<file path="config.mk">
export PLATFORM = sky130hd
export DESIGN_NAME = ttb_div_lane
export DESIGN_NICKNAME = d
export VERILOG_FILES = /design/src/design/assert_macros.svh /design/src/design/ttb_pkg.sv /design/src/design/ttb_div_lane.sv
export SDC_FILE = /design/constraint.sdc
export NUM_CORES = 2
export LEC_CHECK = 0
export BUFFER_PORTS_ARGS = -buffer_cell sky130_fd_sc_hd__buf_2
export CORE_MARGIN = 2
export CORE_UTILIZATION = 50
export DETAILED_ROUTE_END_ITERATION = 12
export GPL_ROUTABILITY_DRIVEN = 1
export PLACE_DENSITY_LB_ADDON = 0.08
export SETUP_SLACK_MARGIN = 0.3
export SYNTH_ARGS = -nofsm -noshare
export SYNTH_HDL_FRONTEND = slang
export SYNTH_SLANG_ARGS = --single-unit
</file>
<file path="constraint.sdc">
create_clock -name i_clk -period 3.9 [get_ports i_clk]
set_input_delay 1.17 -clock i_clk [delete_from_list [all_inputs] [get_ports i_clk]]
set_output_delay 1.17 -clock i_clk [all_outputs]
set_load 0.01 [all_outputs]
</file>
<file path="src/design/assert_macros.svh">
// Assertion helpers used by triangle_tangent_bitangent.
`ifndef ASSERT_MACROS_SVH
`define ASSERT_MACROS_SVH

// Same-cycle implication, checked outside reset.
`define TTB_ASSERT_NOW(lbl, ante, cons, msg) \
    lbl: assert property (@(posedge i_clk) disable iff (!i_rst_n) (ante) |-> (cons)) \
        else $error(msg);

// Next-cycle implication, checked outside reset.
`define TTB_ASSERT_NEXT(lbl, ante, cons, msg) \
    lbl: assert property (@(posedge i_clk) disable iff (!i_rst_n) (ante) |=> (cons)) \
        else $error(msg);

`endif

</file>
<file path="src/design/ttb_pkg.sv">
// ----------------------------------------------------------------------------
// ttb_pkg
// Widths and types shared by the tangent/bitangent pipeline.
// ----------------------------------------------------------------------------
`timescale 1ns / 1ps

package ttb_pkg;

    localparam int POS_W   = 48;
    localparam int UV_W    = 32;
    localparam int CMP_W   = 16;
    localparam int EDGE_W  = CMP_W + 1;
    localparam int PROD_W  = 2 * EDGE_W;
    localparam int SUM_W   = PROD_W + 1;
    localparam int MAG_W   = SUM_W;
    localparam int FRAC_SH = 13;          // 4096 scale plus one bit for rounding
    localparam int Q_W     = 18;          // quotient bits of 2*n*4096/d
    localparam int REM_W   = MAG_W + Q_W;
    localparam int LANES   = 6;

    typedef struct packed {
        logic                        valid;
        logic                        deg;
        logic [MAG_W-1:0]            den;
        logic [LANES-1:0][MAG_W-1:0] num;
        logic [LANES-1:0]            neg;
    } t_front;

endpackage

</file>
<file path="src/design/ttb_div_lane.sv">
// ----------------------------------------------------------------------------
// ttb_div_lane
// Pipelined restoring divider: floor(2*n*4096/d), one quotient bit a stage.
// ----------------------------------------------------------------------------
`timescale 1ns / 1ps

module ttb_div_lane
    import ttb_pkg::*;
(
    input  logic             i_clk,
    input  logic             i_en,
    input  logic [MAG_W-1:0] i_num,
    input  logic [MAG_W-1:0] i_den,
    input  logic             i_neg,
    output logic [Q_W-1:0]   o_quo,
    output logic             o_ovf,
    output logic             o_neg
);

    logic [REM_W-1:0] r_rem [Q_W+1];
    logic [REM_W-1:0] r_den [Q_W+1];
    logic [Q_W-1:0]   r_quo [Q_W+1];
    logic             r_ovf [Q_W+1];
    logic             r_neg [Q_W+1];

    logic [REM_W-1:0] n_rem0, n_den0;

    // entry stage: scale numerator, flag quotients too large for Q_W bits
    assign n_rem0 = {{(REM_W-MAG_W-FRAC_SH){1'b0}}, i_num, {FRAC_SH{1'b0}}};
    assign n_den0 = {{Q_W{1'b0}}, i_den};

    always_ff @(posedge i_clk) begin
        if (i_en) begin
            r_rem[0] <= n_rem0;
            r_den[0] <= n_den0;
            r_quo[0] <= '0;
            r_ovf[0] <= (n_rem0 >= (n_den0 << Q_W));
            r_neg[0] <= i_neg;
        end
    end

    for (genvar s = 1; s <= Q_W; s++) begin : g_step
        logic [REM_W-1:0] n_dsh;
        logic             n_ge;

        assign n_dsh = r_den[s-1] << (Q_W - s);
        assign n_ge  = (r_rem[s-1] >= n_dsh);

        always_ff @(posedge i_clk) begin
            if (i_en) begin
                r_rem[s] <= n_ge ? (r_rem[s-1] - n_dsh) : r_rem[s-1];
                r_den[s] <= r_den[s-1];
                r_quo[s] <= {r_quo[s-1][Q_W-2:0], n_ge};
                r_ovf[s] <= r_ovf[s-1];
                r_neg[s] <= r_neg[s-1];
            end
        end
    end

    assign o_quo = r_quo[Q_W];
    assign o_ovf = r_ovf[Q_W];
    assign o_neg = r_neg[Q_W];

endmodule

</file>
==> metrics.txt <==
HP Start r_quo[17][0]; synthesis-stage register bit count 1632; delay-heaviest family, CP simple AND/OR/NAND/NOR gates; kind of critical path register to register; CTS tree yes; RSZ-0062 raised after global routing true; crit share post-route 0.942; Hold Buf Count CTS 0; DP HPWL roughly 190000 microns; Worst Path Buf+Inv 4; power per cell area 722 nW/um^2; Critical Path AT 4.24 ns; P_leak 44.2 nW; fin nets 10300; drt total wl 251000 microns; core area 188000 sq um; post-synthesis cell count between 8000 and 9000; fmax 0.272 GHz; Vias 69000; Hold Path Stages 0; initial antenna violation count 7; fin area 110000 sq um; Setup crit start kind register; Worst Reg-to-Reg Cells 13; worst vdd ir 0.455 mV; Routed Antenna Nets 0; # port buffers 92; # rows 159; Clock transition at path regs ~0.060 ns; routed vias/inst 5.68; DIE WIDTH 439 microns; initial detailed-routing violation count approximately 5300; initial core utilization 0.503; worst clock skew between 0.04 and 0.05 ns; number of synthesized flops with an enable pin 1632; worst slew pin tran 0.864 ns; TNS Setup 0 ns; DR WL/cell 20.6 microns; GRT Total Usage 0.254; status finished with violations; clock root buffer clkbuf_16; Hold Crit Class register to register; top cells by count, synth edfxtp_1, inv_1, a21oi_1, nand2_1, o21ai_0; worst hold slack roughly 0.39 ns; gr ovfl total 0; Netlist cell types 93; Die ar. 192000 sq um; critical path capture point type register; Worst R2R Start r_rem[12][32]; worst relative slew slack 0.420; area delta synth->final 16.8%; share of cells above drive strength 1 0.145; Worst Hold End r_quo[18][1]; FFs w/ async S/R, synth 0; Primary FF master, synth edfxtp_1; number of iterations in the first detailed-routing pass 10; yosys warns 0; Ports 93; # diodes 0; final hold violation count 0; final setup fails 0; Slowest cell on crit path or4_1; required time worst endpoint 4.47 ns; Die Ht 439 microns; leading area contributor after synthesis edfxtp_1; Final Max Tran Viols 0; global placement routability congestion 0.967; syn nets about 9600; CTS max path bufs 3; RR Endpoint r_rem[13][32]; failing checks design-rule violations; flop2flop setup slack ~0.23 ns; Avg Cell Area, Syn 10.6 sq um; most frequent CP cell buf_4; mapped cell area 94500 sq um; slowest stage delay, CP 0.48 ns; DRC viols 1; crit path cell chain ha_4 -> nand4_1 -> or4_1 -> or3_4 -> or2_4 -> nor4_4 -> buf_4 -> nor4_4 -> buf_4 -> o21ai_4 -> buf_4 -> buf_12 -> mux2_2; top cells by area, synth edfxtp_1, ha_1, a21oi_1; sequential fraction of the synthesis area 0.519; global-route wire length before repair approximately 380000 microns; Clk Latency, worst-skew pair 0.87 ns; top-count cell post-synth edfxtp_1; max-cap viol count 0; cts bufs inserted 183; clock period minus worst slack 3.67 ns; Critical Path Fanout Max 24; clock sink count about 1600; H-tree depth 4; vias in the first global route ~68000; area share of the largest cell type after synthesis 0.519; placed standard-cell area 102000 sq um; largest net degree at the start of global routing 99
==> layout make-up <==
type / instances / area [sq um]
Tap cell: 2495 / 3120
Timing Repair Buffer: 719 / 6110
Clock buffer: 206 / 4710
Sequential cell: 1632 / 49000
Fill cell: 15800 / 77500
Multi-Input combinational cell: 6136 / 42800
Clock inverter: 130 / 1380
Inverter: 836 / 3140
==> through the flow <==
stage          instances  total power, W  worst slack [ns]   util
6_report           12200          0.0796             0.228  0.587
3_5_place_dp       11700          0.0608            -0.338  0.541
2_1_floorplan       8882          0.0496             0.383      -
3_3_place_gp       11700          0.0606            -0.380  0.541
4_1_cts            12100          0.0787             0.212  0.577
5_1_grt            12200          0.0847             0.104  0.587
==> where the power goes <==
group          total [W]  internal [W]  switching [W]  leakage [nW]
combinational     0.0344        0.0148         0.0196          25.5
clock             0.0172        0.0100        0.00724          2.94
sequential        0.0280        0.0250        0.00298          15.8
total             0.0796        0.0498         0.0298          44.2
==> sequential cells by signal, indices dropped and copies added (netlist names) <==
register and count:
r_den 630, r_neg 19, r_ovf 19, r_quo 171, r_rem 793
==> worst max path at each step <==
stage | start | slack [ns] | cells past startpoint | end
floorplan | r_den[8][0] | 0.38 | 11 | r_rem[9][10]
detailed placement | i_num[5] | -0.34 | 14 | r_ovf[0]
global placement | i_num[5] | -0.38 | 14 | r_ovf[0]
finish | r_rem[12][32] | 0.23 | 13 | r_rem[13][32]
CTS | r_rem[12][32] | 0.21 | 13 | r_rem[13][52]
global route | r_rem[12][26] | 0.10 | 15 | r_rem[13][42]
==> what timing repair did <==
item,CTS,global route
gates resized for setup,103,269
setup buffers,17,68
pin swaps,21,86
cloned,5,12
endpoints found under the setup margin,366,508
==> per-layer routing <==
| metal | vias up | track usage | wire, microns |
|---|---|---|---|
| met1 | 33100 | 0.321 | 106000 |
| met2 | 1708 | 0.443 | 123000 |
| met4 | 6 | 0.102 | 10400 |
| li1 | 33800 | - | - |
| met5 | - | 0 | 38 |
| met3 | 495 | 0.0293 | 10800 |
==> cell families after synthesis <==
| logic type | count (synthesis) | synth area share |
|---|---|---|
| simple gates | 2285 | 0.117 |
| mux | 89 | 0.0106 |
| buf+inv | 1115 | 0.0450 |
| xor+xnor | 670 | 0.0621 |
| flops | 1632 | 0.519 |
| compound gates | 2419 | 0.156 |
| fa+ha+maj | 672 | 0.0904 |
==> placed cells by master, fill, tap and decap left out, types with 62 or more instances in the layout <==
master	count
o21ai_0	612
inv_1	832
nand4_1	159
a21o_1	309
nor4_1	62
mux2_2	86
xnor2_1	370
o21a_1	72
nand2_1	752
xor2_1	297
nand2b_1	74
nor2_1	533
buf_2	91
nand3_1	126
edfxtp_1	1632
nor2b_1	84
clkbuf_16	195
o21bai_1	108
a21oi_1	771
buf_4	553
nor3_1	120
ha_1	622
Power figures use the tool's default switching activity.
